$ cat src/sv/rotate_in_place_heading_controller_macros.svh
// Assertion macros for the rotate-in-place heading controller.
`ifndef ROTATE_IN_PLACE_HEADING_CONTROLLER_MACROS_SVH
`define ROTATE_IN_PLACE_HEADING_CONTROLLER_MACROS_SVH
`ifndef SYNTHESIS
`define RIP_ASSERT_IMPL(label, clk, rst_n, a, c) \
    label: assert property (@(posedge clk) disable iff (!rst_n) (a) |-> (c)) \
        else $error("assertion failed");
`define RIP_ASSERT_NEXT(label, clk, rst_n, a, c) \
    label: assert property (@(posedge clk) disable iff (!rst_n) (a) |=> (c)) \
        else $error("assertion failed");
`else
`define RIP_ASSERT_IMPL(label, clk, rst_n, a, c)
`define RIP_ASSERT_NEXT(label, clk, rst_n, a, c)
`endif
`endif

$ cat src/sv/riphc_pkg.sv
// ----------------------------------------------------------------------------
// riphc_pkg
// Shared constants, types and the arctangent table.
// ----------------------------------------------------------------------------
package riphc_pkg;
    localparam int ATAN_STEPS_DEF = 16;
    localparam logic [1:0] MODE_HEADING = 2'd0;
    localparam logic [1:0] MODE_PATH    = 2'd1;
    localparam logic [1:0] MODE_DEFER   = 2'd2;
    localparam logic signed [18:0] HALF_PI_Q = 19'sd102944;

    localparam logic [2:0] REG_ACCEL   = 3'd0;
    localparam logic [2:0] REG_SPIN    = 3'd1;
    localparam logic [2:0] REG_TOPLIN  = 3'd2;
    localparam logic [2:0] REG_PATHLIM = 3'd3;
    localparam logic [2:0] REG_ARRIVE  = 3'd4;
    localparam logic [2:0] REG_HEADTOL = 3'd5;
    localparam logic [2:0] REG_TICK    = 3'd6;
    localparam logic [2:0] REG_FEAT    = 3'd7;

    function automatic logic [15:0] atan_entry(input logic [4:0] i);
        logic [15:0] v;
        case (i)
            5'd0: v = 16'd51472;  5'd1: v = 16'd30385;
            5'd2: v = 16'd16055;  5'd3: v = 16'd8150;
            5'd4: v = 16'd4091;   5'd5: v = 16'd2047;
            5'd6: v = 16'd1024;   5'd7: v = 16'd512;
            5'd8: v = 16'd256;    5'd9: v = 16'd128;
            5'd10: v = 16'd64;    5'd11: v = 16'd32;
            5'd12: v = 16'd16;    5'd13: v = 16'd8;
            5'd14: v = 16'd4;     5'd15: v = 16'd2;
            5'd16: v = 16'd1;
            default: v = 16'd0;
        endcase
        return v;
    endfunction

    typedef struct packed {
        logic start;
        logic [63:0] num;
        logic [63:0] den;
    } t_div_req;
endpackage

$ cat src/sv/riphc_div.sv
// ----------------------------------------------------------------------------
// riphc_div
// Restoring divider, one quotient bit per cycle, 64 by 64 bits.
// ----------------------------------------------------------------------------
module riphc_div
    import riphc_pkg::*;
(
    input  logic        i_clk,
    input  logic        i_rst_n,
    input  t_div_req    i_req,
    output logic        o_done,
    output logic [63:0] o_quot
);
    logic [63:0] r_q, n_q, r_rem, n_rem, r_den, n_den;
    logic [6:0]  r_cnt, n_cnt;
    logic        r_busy, n_busy, r_done, n_done;
    logic [64:0] w_sh;

    always_comb begin
        n_q = r_q; n_rem = r_rem; n_den = r_den; n_cnt = r_cnt;
        n_busy = r_busy; n_done = 1'b0;
        w_sh = {r_rem, r_q[63]};
        if (i_req.start) begin
            n_q = i_req.num; n_rem = '0; n_den = i_req.den;
            n_cnt = 7'd0; n_busy = 1'b1;
        end else if (r_busy) begin
            if (w_sh >= {1'b0, r_den}) begin
                n_rem = 64'(w_sh - {1'b0, r_den});
                n_q = {r_q[62:0], 1'b1};
            end else begin
                n_rem = w_sh[63:0];
                n_q = {r_q[62:0], 1'b0};
            end
            n_cnt = r_cnt + 7'd1;
            if (r_cnt == 7'd63) begin
                n_busy = 1'b0;
                n_done = 1'b1;
            end
        end
    end

    always_ff @(posedge i_clk) begin
        if (!i_rst_n) begin
            r_busy <= 1'b0; r_done <= 1'b0; r_cnt <= '0;
        end else begin
            r_busy <= n_busy; r_done <= n_done; r_cnt <= n_cnt;
        end
        r_q <= n_q; r_rem <= n_rem; r_den <= n_den;
    end

    assign o_done = r_done;
    assign o_quot = r_q;
endmodule

$ cat config.mk
export PLATFORM = sky130hd
export DESIGN_NAME = riphc_div
export DESIGN_NICKNAME = d
export VERILOG_FILES = /design/src/sv/rotate_in_place_heading_controller_macros.svh /design/src/sv/riphc_pkg.sv /design/src/sv/riphc_div.sv
export SDC_FILE = /design/constraint.sdc
export NUM_CORES = 1
export LEC_CHECK = 0
export BUFFER_PORTS_ARGS = -buffer_cell sky130_fd_sc_hd__buf_2
export CAP_MARGIN = 40
export CORE_UTILIZATION = 58
export DETAILED_ROUTE_END_ITERATION = 10
export PLACE_DENSITY_LB_ADDON = 0.05
export SETUP_SLACK_MARGIN = 0.3
export SYNTH_ARGS = -nofsm -noshare
export SYNTH_HDL_FRONTEND = slang
export SYNTH_SLANG_ARGS = --single-unit
$ cat constraint.sdc
create_clock -name i_clk -period 3.9 [get_ports i_clk]
set_input_delay 0.39 -clock i_clk [delete_from_list [all_inputs] [get_ports i_clk]]
set_output_delay 0.39 -clock i_clk [all_outputs]
set_load 0.005 [all_outputs]
==> metrics.csv, run 1 <==
stage,metric,value,unit
clock_tree,clock tree buffer depth,3,
worst_hold_path,Tightest Hold Check Type,input pin to flop,
yosys,Seq cells post-synth,201,
setup_path,Critical-path top delay cell,edfxtp_1,
detailed_routing,Post-DRT Antenna Nets,0,
setup_path,critical path data arrival time,3890,ps
cells_and_area,P&R area growth vs syn,17.2,%
floorplan,Ports,196,
timing,Max Fclk,287,MHz
yosys,Synth area leader,edfxtp_1,
yosys,share of the synthesized area in the top cell type,0.320,
timing,Tcrit/Tclk final,0.894,
timing,setup tns final,0,ps
yosys,syn_nets,1406,
power_and_ir_drop,Leakage,5.89,nW
setup_path,CP Buf/Inv Count,1,
worst_hold_path,Hold Crit Depth,1,
cells_and_area,Layout Cells excl Fill,1685,
detailed_routing,DRT Wirelength,28600,µm
setup_path,Worst R2R Path Depth,12,
detailed_routing,Vias/cell,5.81,
detailed_routing,drt first pass iters,5,
run,maxcap violations,0,
run_status,status,finished clean,
worst_hold_path,WHS Endpoint,r_den[42]$_DFFE_PP_,
timing,Slew headroom,0.444,
timing,"Slew Viols, Final",0,
cells_and_area,final layout net count,1596,
yosys,Post-Syn Instances,1209,
cells_and_area,share of layout cells above drive strength 1,0.245,
setup_path,"Cell Chain, Critical Path","inv_1, ha_1, fa_1, nand2b_1, a21oi_1, o21ai_1, o311ai_2, a31oi_2, a211oi_2, o21ai_0, mux2_2, a221oi_1",
clock_tree,TritonCTS Buffers,23,
clock_tree,hold buffers post-CTS,0,
clock_tree,Worst-Skew Late Latency,510,ps
grt,largest net degree at the start of global routing,84,
yosys,register area share after synthesis,0.441,
yosys,Syn. warnings,0,
placement,placed instance count,1642,
floorplan,die height,146,µm
power_and_ir_drop,power per cell area,428,nW/µm²
yosys,post-synthesis area per instance,9.94,µm²
yosys,Netlist Area Pre-Place,12000,µm²
clock_tree,clk root buf,clkbuf_16,
yosys,asr flop ratio synth,0,
timing,Worst Skew,13.9,ps
placement,count of input and output buffers,195,
grt,vias in the first global route,9328,
detailed_routing,residual DRC count,0,
floorplan,Core ar.,20300,µm²
worst_hold_path,Hold Crit Start,i_req[42],
timing,final setup fails,0,
setup_path,crit path kind,flop to flop,
placement,GPL Wtd Cong,0.979,
yosys,synth top area cells,"edfxtp_1, dfxtp_1, ha_1",
grt,gr usage total,0.270,
timing,final-report hold violation count,0,
clock_tree,CTS tree,built,
grt,initial antenna violation count,1,
floorplan,FP Rows,52,
yosys,Post-synth EDFFs,128,
setup_path,Reg-to-Reg Start,o_quot[63]$_DFFE_PP_,
detailed_routing,WL/cell,17.0,µm
timing,RSZ-0062 raised after global routing,no,
floorplan,die width,146,µm
yosys,Yosys cell types,74,
floorplan,Starting Density,0.592,
setup_path,startpoint types,flop,
setup_path,CP max FO,5,
setup_path,Worst setup EP type,flop,
timing,Min Hold Slack,51.2,ps
clock_tree,clk slew on worst S/H paths,60,ps
grt,first-pass GRT wire length,46600,µm
setup_path,Worst R2R End,r_rem[56]$_SDFFE_PP0P_,
setup_path,FF-to-FF setup slack,410,ps
timing,Slew @ Worst Pin,834,ps
timing,min cycle time layout,3490,ps
cells_and_area,most frequent cells in the layout,"buf_2, edfxtp_1, nor2_1, nand2_1, a21oi_1",
setup_path,cell family with most CP delay,compound AO/OA/AOI/OAI gates,
floorplan,die area,21300,µm²
cells_and_area,fill cell count,1645,
clock_tree,CTS Sinks,201,
cells_and_area,"commonest non-fill, non-tap cell in the layout",buf_2,
detailed_routing,Vias,9783,
detailed_routing,Starting DRT DRC Count,664,
setup_path,CP required,4310,ps
setup_path,crit-path max cell delay,440,ps
cells_and_area,# diodes,0,
placement,DP Wirelength,21100,µm
grt,global route overflow,0,
yosys,commonest register cell after synthesis,edfxtp_1,
clock_tree,H-tree levels,1,
power_and_ir_drop,Worst VDD drop,0.364,mV
[Yosys cell counts, drive strengths merged (3+ instances only)]
master / instances
o31ai: 3
o21ai: 60
xor2: 31
or2: 5
edfxtp: 128
nand4b: 3
buf: 16
nand2b: 11
xnor2: 23
clkbuf: 34
nand2: 99
a32oi: 5
a21boi: 3
a31o: 3
o21bai: 7
mux2i: 45
nand4: 19
dfxtp: 73
nor3b: 4
a2111oi: 3
a21o: 29
a21oi: 87
a211oi: 52
o211ai: 10
or3: 8
a31oi: 8
a2bb2oi: 4
nor4: 4
a311oi: 8
and3: 6
nor2b: 7
nand3: 18
ha: 65
nor2: 110
a221oi: 7
o21a: 15
inv: 78
and2: 6
mux2: 68
nor3: 15
o221ai: 5
[metrics by stage]
stage	worst slack (ps)	power (mW)	util	instance area (µm²)
floorplan	687	3.56	-	12000
global placement	268	3.96	0.655	13300
detailed placement	250	3.98	0.655	13300
CTS	287	6.05	0.691	14000
global route	312	6.31	0.694	14100
finish	415	6.02	0.694	14100
[repair_timing]
item                       CTS  global route
resized for setup            1            10
setup endpoints to repair    1            50
pin swaps                    0             2
setup buffers                0             2
hold endpoints to repair     0             0
gates cloned                 0             0
[sequential cells by signal (all words and copies together), names as in the netlist]
signal  flops
r_cnt       7
r_den      64
o_done      1
r_busy      1
o_quot     64
r_rem      64
[report_power, final]
group,switching [mW],leakage (nW),internal (mW)
Sequential,0.104,1.87,2.47
Clock,0.834,0.357,1.22
Combinational,0.800,3.66,0.591
[how the worst max path moves through the flow]
stage | from | end | cells after the start | slack, ps
6_report | o_quot[63]$_DFFE_PP_ | r_rem[56]$_SDFFE_PP0P_ | 12 | 410
5_1_grt | r_den[22]$_DFFE_PP_ | r_rem[63]$_SDFFE_PP0P_ | 11 | 310
4_1_cts | o_quot[63]$_DFFE_PP_ | r_rem[62]$_SDFFE_PP0P_ | 12 | 290
3_5_place_dp | o_quot[63]$_DFFE_PP_ | r_rem[56]$_SDFFE_PP0P_ | 12 | 250
3_3_place_gp | o_quot[63]$_DFFE_PP_ | r_rem[56]$_SDFFE_PP0P_ | 12 | 270
2_1_floorplan | o_quot[63]$_DFFE_PP_ | r_rem[56]$_SDFFE_PP0P_ | 12 | 690
[kinds of logic after synthesis]
family	count (synthesis)	synth area share
compound gates	324	0.179
simple gates	322	0.126
flops	201	0.441
buf+inv	129	0.0439
mux	113	0.101
fa+ha+maj	66	0.0693
xor+xnor	54	0.0393
[cell type report]
class | instances | area [µm²] | area share
Inverter | 79 | 297 | 0.0211
Clock buffer | 32 | 649 | 0.0461
Tap cell | 270 | 338 | 0.0240
Timing Repair Buffer | 215 | 1180 | 0.0840
Sequential cell | 201 | 5310 | 0.377
Clock inverter | 9 | 71.3 | 0.00506
Multi-Input combinational cell | 879 | 6240 | 0.443
[layer usage]
layer / track usage / share of wire / vias to the layer above / routed length [µm]
met5: 0 / 0.00045 / - / 13
met4: 0.0653 / 0.020 / 2 / 583
met3: 0.0373 / 0.050 / 44 / 1420
met2: 0.446 / 0.47 / 292 / 13400
met1: 0.375 / 0.46 / 4582 / 13200
li1: - / - / 4863 / -
No activity file was read; power rests on OpenSTA's default activity.
==> run 2: changes to the inputs <==
- HOLD_SLACK_MARGIN: not set -> 0.15
==> run 2 against run 1 <==
Core utilization grew 3.3 points. Highest routed layer unchanged. Setup slack gained 17 ps. Sequential share of layout area shrank 1.7 points. Sequential power is essentially flat. Critical endpoint unchanged. Sequential cell count is the same. Routed wire length grew 4.3%. Combinational power grew 4%.
==> metrics.csv, run 2 (synthesis gave the netlist of run 1 again) <==
stage,metric,value,unit,change
power_and_ir_drop,switch share,0.289,,+0.000596
clock_tree,CTS Sinks,201,,unchanged
setup_path,Worst setup EP type,flop,,
detailed_routing,Vias,10100,,+3.4%
detailed_routing,wire length on met1,13500,µm,+2.4%
power_and_ir_drop,sequential power share,0.423,,-0.004
worst_hold_path,Tightest Hold Check Type,input pin to flop,,
run,maxcap violations,0,,unchanged
timing,Final Worst Setup Slack,432,ps,+16.9 ps
setup_path,Critical-path top delay cell,edfxtp_1,,
placement,GPL Wtd Cong,0.979,,unchanged
cells_and_area,share of layout cells above drive strength 1,0.235,,-0.00919
setup_path,crit-path max cell delay,440,ps,about the same
floorplan,Ports,196,,unchanged
setup_path,"Cell Chain, Critical Path","inv_1, ha_1, fa_1, nand2b_1, a21oi_1, o21ai_1, o311ai_2, a31oi_2, a211oi_2, o21ai_0, mux2_2, a221oi_1",,
detailed_routing,drt first pass iters,5,,unchanged
floorplan,die height,146,µm,unchanged
timing,Worst Skew,15.8,ps,+1.93 ps
power_and_ir_drop,Combinational Power Share,0.238,,+0.007
grt,global route overflow,0,,unchanged
placement,dpl cell area,13300,µm²,unchanged
floorplan,Core ar.,20300,µm²,unchanged
floorplan,Starting Density,0.592,,unchanged
grt,largest net degree at the start of global routing,84,,unchanged
power_and_ir_drop,power per cell area,413,nW/µm²,-3.4%
detailed_routing,DRT Wirelength,29900,µm,+4.3%
setup_path,startpoint types,flop,,
power_and_ir_drop,P_int,4.33,mW,+1.1%
grt,initial antenna violation count,1,,unchanged
timing,final setup fails,0,,unchanged
cells_and_area,most frequent cells in the layout,"buf_2, edfxtp_1, nor2_1, nand2_1, a21oi_1",,
detailed_routing,met2 wire len,14200,µm,+5.8%
setup_path,CP max FO,5,,unchanged
cells_and_area,# diodes,0,,unchanged
timing,Min Hold Slack,178,ps,+126 ps
detailed_routing,WL met3,1590,µm,+12%
detailed_routing,Starting DRT DRC Count,731,,+10%
placement,count of input and output buffers,195,,unchanged
clock_tree,clk root buf,clkbuf_16,,
power_and_ir_drop,Clock power frac,0.339,,-0.003
setup_path,CP required,4310,ps,about the same
clock_tree,clk slew on worst S/H paths,60,ps,about the same
floorplan,FP Rows,52,,unchanged
floorplan,die width,146,µm,unchanged
floorplan,die area,21300,µm²,unchanged
cells_and_area,final design utilization,0.727,,+0.0332
grt,vias in the first global route,9766,,+4.7%
run_status,status,finished clean,,
clock_tree,TritonCTS Buffers,23,,unchanged
setup_path,crit path kind,flop to flop,,
cells_and_area,fill cell count,1558,,-5.3%
placement,setup slack at placement,250,ps,unchanged
timing,"Slew Viols, Final",0,,unchanged
grt,first-pass GRT wire length,48600,µm,+4.1%
setup_path,critical path data arrival time,3880,ps,about the same
cells_and_area,post-route cell area,14800,µm²,+4.8%
timing,Slew headroom,0.450,,+0.00593
cells_and_area,final layout net count,1664,,+4.3%
detailed_routing,WL/cell,17.0,µm,+0.26%
grt,gr usage total,0.281,,+0.0113
timing,Tcrit/Tclk final,0.889,,-0.00433
clock_tree,clock tree buffer depth,3,,unchanged
timing,Max Fclk,288,MHz,+0.49%
timing,final-report hold violation count,0,,unchanged
cells_and_area,"commonest non-fill, non-tap cell in the layout",buf_2,,
timing,min cycle time layout,3470,ps,-16.9 ps
detailed_routing,residual DRC count,0,,unchanged
power_and_ir_drop,Worst VDD drop,0.369,mV,+1.3%
detailed_routing,Vias/cell,5.77,,-0.59%
timing,Slew @ Worst Pin,825,ps,-8.89 ps
placement,DP Wirelength,21100,µm,unchanged
detailed_routing,max layer used,met5,,
timing,setup tns final,0,ps,unchanged
power_and_ir_drop,Leakage,6.18,nW,+4.9%
cells_and_area,P&R area growth vs syn,22.8,%,
clock_tree,CTS tree,built,,
detailed_routing,Post-DRT Antenna Nets,0,,unchanged
clock_tree,Worst-Skew Late Latency,510,ps,about the same
timing,RSZ-0062 raised after global routing,no,,
power_and_ir_drop,P_sw,1.76,mW,+1.4%
clock_tree,H-tree levels,1,,unchanged
-- run 2: final cells by class --
type | count | area (µm²) | area share
clock buffer | 32 | 649 | 0.0440
sequential | 201 | 5310 | 0.360
timing repair buffer | 283 | 1860 | 0.126
tap | 270 | 338 | 0.0229
multi-input combinational | 879 | 6240 | 0.423
clock inverter | 9 | 71.3 | 0.00483
inverter | 79 | 297 | 0.0201
-- run 2: what timing repair did --
| action | CTS | global route |
|---|---|---|
| gates resized for setup | 1 | 10 |
| cloned | 0 | 0 |
| pin swaps | 0 | 3 |
| endpoints found under the setup margin | 1 | 51 |
| setup buffers | 0 | 5 |
| hold endpoints to repair | 65 | 0 |
| hold buffers | 65 | 0 |
-- run 2: metal layers --
metal	GRT usage	vias up
met5	0	-
met1	0.384	4759
met2	0.474	324
met3	0.0395	41
met4	0.0658	2
li1	-	4992
-- run 2: critical path: cells and delay by family (launching register included) --
family,cells,cell delay (ps)
buffers and inverters,1,70
AO/OA/AOI/OAI,7,1780
AND/OR/NAND/NOR,1,180
flip-flops,1,440
adder cells (fa/ha/maj),2,630
multiplexers,1,280
-- run 2: metrics by stage --
stage / instances / power (mW)
5_1_grt: 1753 / 6.38
2_1_floorplan: 1209 / 3.56
3_5_place_dp: 1642 / 3.98
3_3_place_gp: 1642 / 3.96
4_1_cts: 1748 / 6.10
6_report: 1753 / 6.09
-- run 2: final timing paths --
check	cells after the start	startpoint	end	slack, ps
hold reg to reg	2	r_rem[41]$_SDFFE_PP0P_	r_rem[41]$_SDFFE_PP0P_	480
setup / recovery	12	o_quot[63]$_DFFE_PP_	r_rem[56]$_SDFFE_PP0P_	430
setup reg to reg	12	o_quot[63]$_DFFE_PP_	r_rem[56]$_SDFFE_PP0P_	430
hold / removal	2	i_req[112]	o_quot[48]$_DFFE_PP_	180
-- run 2: power groups by stage --
stage | logic, mW | registers (mW) | clock network [mW]
2_1_floorplan | 0.966 | 2.60 | 0
3_3_place_gp | 1.35 | 2.61 | 0
3_5_place_dp | 1.36 | 2.61 | 0
4_1_cts | 1.43 | 2.57 | 2.10
5_1_grt | 1.60 | 2.60 | 2.18
6_report | 1.45 | 2.58 | 2.07
==> run 3: changes to the inputs <==
- GPL_TIMING_DRIVEN: not set -> 0
- REMOVE_ABC_BUFFERS: not set -> 1
==> run 3 against run 2 <==
Final area is 4.1% higher. Critical path depth is 1 lower. Sequential power hardly changed. Critical endpoint unchanged. Largest cell class unchanged.
==> metrics.csv, run 3 (synthesis gave the netlist of run 1 again) <==
stage,metric,value,unit,change
run_status,status,finished clean,,
timing,final-report hold violation count,0,,unchanged
timing,Worst Skew,19.3,ps,+3.50 ps
timing,min cycle time layout,3450,ps,-21.9 ps
power_and_ir_drop,Combinational Power Share,0.240,,+0.002
setup_path,CP max FO,7,,+2
run,maxcap violations,0,,unchanged
placement,setup slack at placement,-237,ps,-487 ps
detailed_routing,Starting DRT DRC Count,665,,-9.0%
timing,Final Worst Setup Slack,454,ps,+21.9 ps
setup_path,CP required,4340,ps,+30 ps
detailed_routing,Vias,10300,,+2.2%
setup_path,critical path data arrival time,3880,ps,about the same
setup_path,Worst setup EP type,flop,,
grt,first-pass GRT wire length,50900,µm,+4.7%
timing,Slew headroom,0.414,,-0.0359
cells_and_area,fill cell count,1466,,-5.9%
detailed_routing,drt first pass iters,5,,unchanged
cells_and_area,final layout net count,1706,,+2.5%
floorplan,die width,146,µm,unchanged
power_and_ir_drop,Worst VDD drop,0.354,mV,-3.9%
clock_tree,Worst-Skew Late Latency,540,ps,+30 ps
worst_hold_path,Hold Crit Depth,2,,unchanged
floorplan,die area,21300,µm²,unchanged
floorplan,FP Rows,52,,unchanged
clock_tree,TritonCTS Buffers,24,,+4.3%
power_and_ir_drop,Total Power,6.31,mW,+3.6%
grt,vias in the first global route,10300,,+5.4%
timing,"Slew Viols, Final",0,,unchanged
power_and_ir_drop,power per cell area,411,nW/µm²,-0.47%
detailed_routing,WL/cell,17.3,µm,+1.7%
power_and_ir_drop,P_sw,1.85,mW,+4.7%
timing,Tcrit/Tclk final,0.884,,-0.00562
placement,count of input and output buffers,195,,unchanged
clock_tree,clock tree buffer depth,3,,unchanged
floorplan,Starting Density,0.592,,unchanged
cells_and_area,"commonest non-fill, non-tap cell in the layout",buf_2,,
clock_tree,clk slew on worst S/H paths,60,ps,about the same
floorplan,Ports,196,,unchanged
clock_tree,CTS tree,built,,
placement,DP Wirelength,20400,µm,-3.6%
detailed_routing,DRT Wirelength,31100,µm,+4.0%
clock_tree,H-tree levels,1,,unchanged
grt,largest net degree at the start of global routing,114,,+36%
power_and_ir_drop,Leakage,6.38,nW,+3.2%
clock_tree,CTS Sinks,201,,unchanged
floorplan,Core ar.,20300,µm²,unchanged
timing,Min Hold Slack,152,ps,-25.3 ps
power_and_ir_drop,Clock power frac,0.351,,+0.012
timing,RSZ-0062 raised after global routing,no,,
detailed_routing,Post-DRT Antenna Nets,0,,unchanged
power_and_ir_drop,sequential power share,0.410,,-0.013
worst_hold_path,Tightest Hold Check Type,input pin to flop,,
clock_tree,clk root buf,clkbuf_16,,
power_and_ir_drop,switch share,0.292,,+0.00310
cells_and_area,most frequent cells in the layout,"buf_2, edfxtp_1, dlygate4sd3_1, nor2_1, nand2_1",,
power_and_ir_drop,P_int,4.47,mW,+3.2%
timing,Slew @ Worst Pin,875,ps,+50.6 ps
grt,gr usage total,0.293,,+0.0117
cells_and_area,# diodes,0,,unchanged
cells_and_area,share of layout cells above drive strength 1,0.230,,-0.00502
detailed_routing,Vias/cell,5.76,,-0.15%
grt,global route overflow,0,,unchanged
setup_path,crit path kind,flop to flop,,
detailed_routing,residual DRC count,0,,unchanged
grt,initial antenna violation count,0,,-1
setup_path,Worst R2R Path Depth,11,,-1
cells_and_area,P&R area growth vs syn,27.8,%,
floorplan,die height,146,µm,unchanged
timing,Max Fclk,290,MHz,+0.64%
timing,final setup fails,0,,unchanged
placement,GPL Wtd Cong,0.918,,-6.2%
setup_path,startpoint types,flop,,
timing,setup tns final,0,ps,unchanged
run 3: cell count changes in the layout (fill, tap and decap cells not counted), sizes merged:
| cell | before | now |
|---|---|---|
| dlygate4sd3 | 65 | 111 |
| buf | 218 | 212 |
| clkinv | 8 | 5 |
| bufbuf | 0 | 1 |
| bufinv | 1 | 2 |
| clkinvlp | 1 | 2 |
| inv | 78 | 79 |
run 3: final timing paths:
| path | to | start | slack, ps |
|---|---|---|---|
| max | r_rem[56]$_SDFFE_PP0P_ | r_den[35]$_DFFE_PP_ | 450 |
| min | o_quot[43]$_DFFE_PP_ | i_req[107] | 150 |
| max reg2reg | r_rem[56]$_SDFFE_PP0P_ | r_den[35]$_DFFE_PP_ | 450 |
| min reg2reg | r_rem[45]$_SDFFE_PP0P_ | r_rem[45]$_SDFFE_PP0P_ | 480 |
run 3: metal layers:
metal,GRT usage,share of wire,vias up
li1,-,-,5075
met1,0.383,0.44,4849
met2,0.492,0.47,344
met3,0.0495,0.057,71
met4,0.101,0.032,0
met5,0,0,-
run 3: what timing repair did:
item / in CTS / in global routing
buffers inserted: 6 / 5
pin swaps: 2 / 4
hold buffers: 111 / 0
endpoints found under the setup margin: 21 / 22
gates resized for setup: 10 / 13
hold endpoints to repair: 111 / 0
gates cloned: 1 / 0
run 3: cell type report:
class,instances,area [µm²],share of cell area
clock buffer,32,651,0.0424
clock inverter,9,128,0.00831
inverter,79,297,0.0193
multi-input combinational,879,6300,0.410
sequential,201,5310,0.346
tap,270,338,0.0220
timing repair buffer,324,2340,0.152
run 3: critical path: stages, from the launching register on:
cell      delay [ps]
edfxtp_1         330
inv_1             50
ha_1             370
a21o_1           220
a21o_1           170
a221oi_1         570
o32ai_1          180
a31oi_2          390
a211oi_2         170
o21ai_0          250
mux2_2           370
a221oi_1         270
run 3: per-stage QoR:
stage / utilization / std cells / area [µm²]
global route: 0.757 / 1794 / 15400
global placement: 0.645 / 1624 / 13100
floorplan: - / 1159 / 11800
CTS: 0.752 / 1789 / 15300
finish: 0.757 / 1794 / 15400
detailed placement: 0.652 / 1630 / 13200
run 3: power by group through the flow:
stage / Clock [mW] / Sequential (mW) / Combinational (mW)
after floorplan: 0 / 2.61 / 0.919
after CTS: 2.24 / 2.58 / 1.47
after detailed placement: 0 / 2.62 / 1.34
final: 2.21 / 2.59 / 1.51
after global placement: 0 / 2.63 / 1.31
after global routing: 2.33 / 2.61 / 1.66
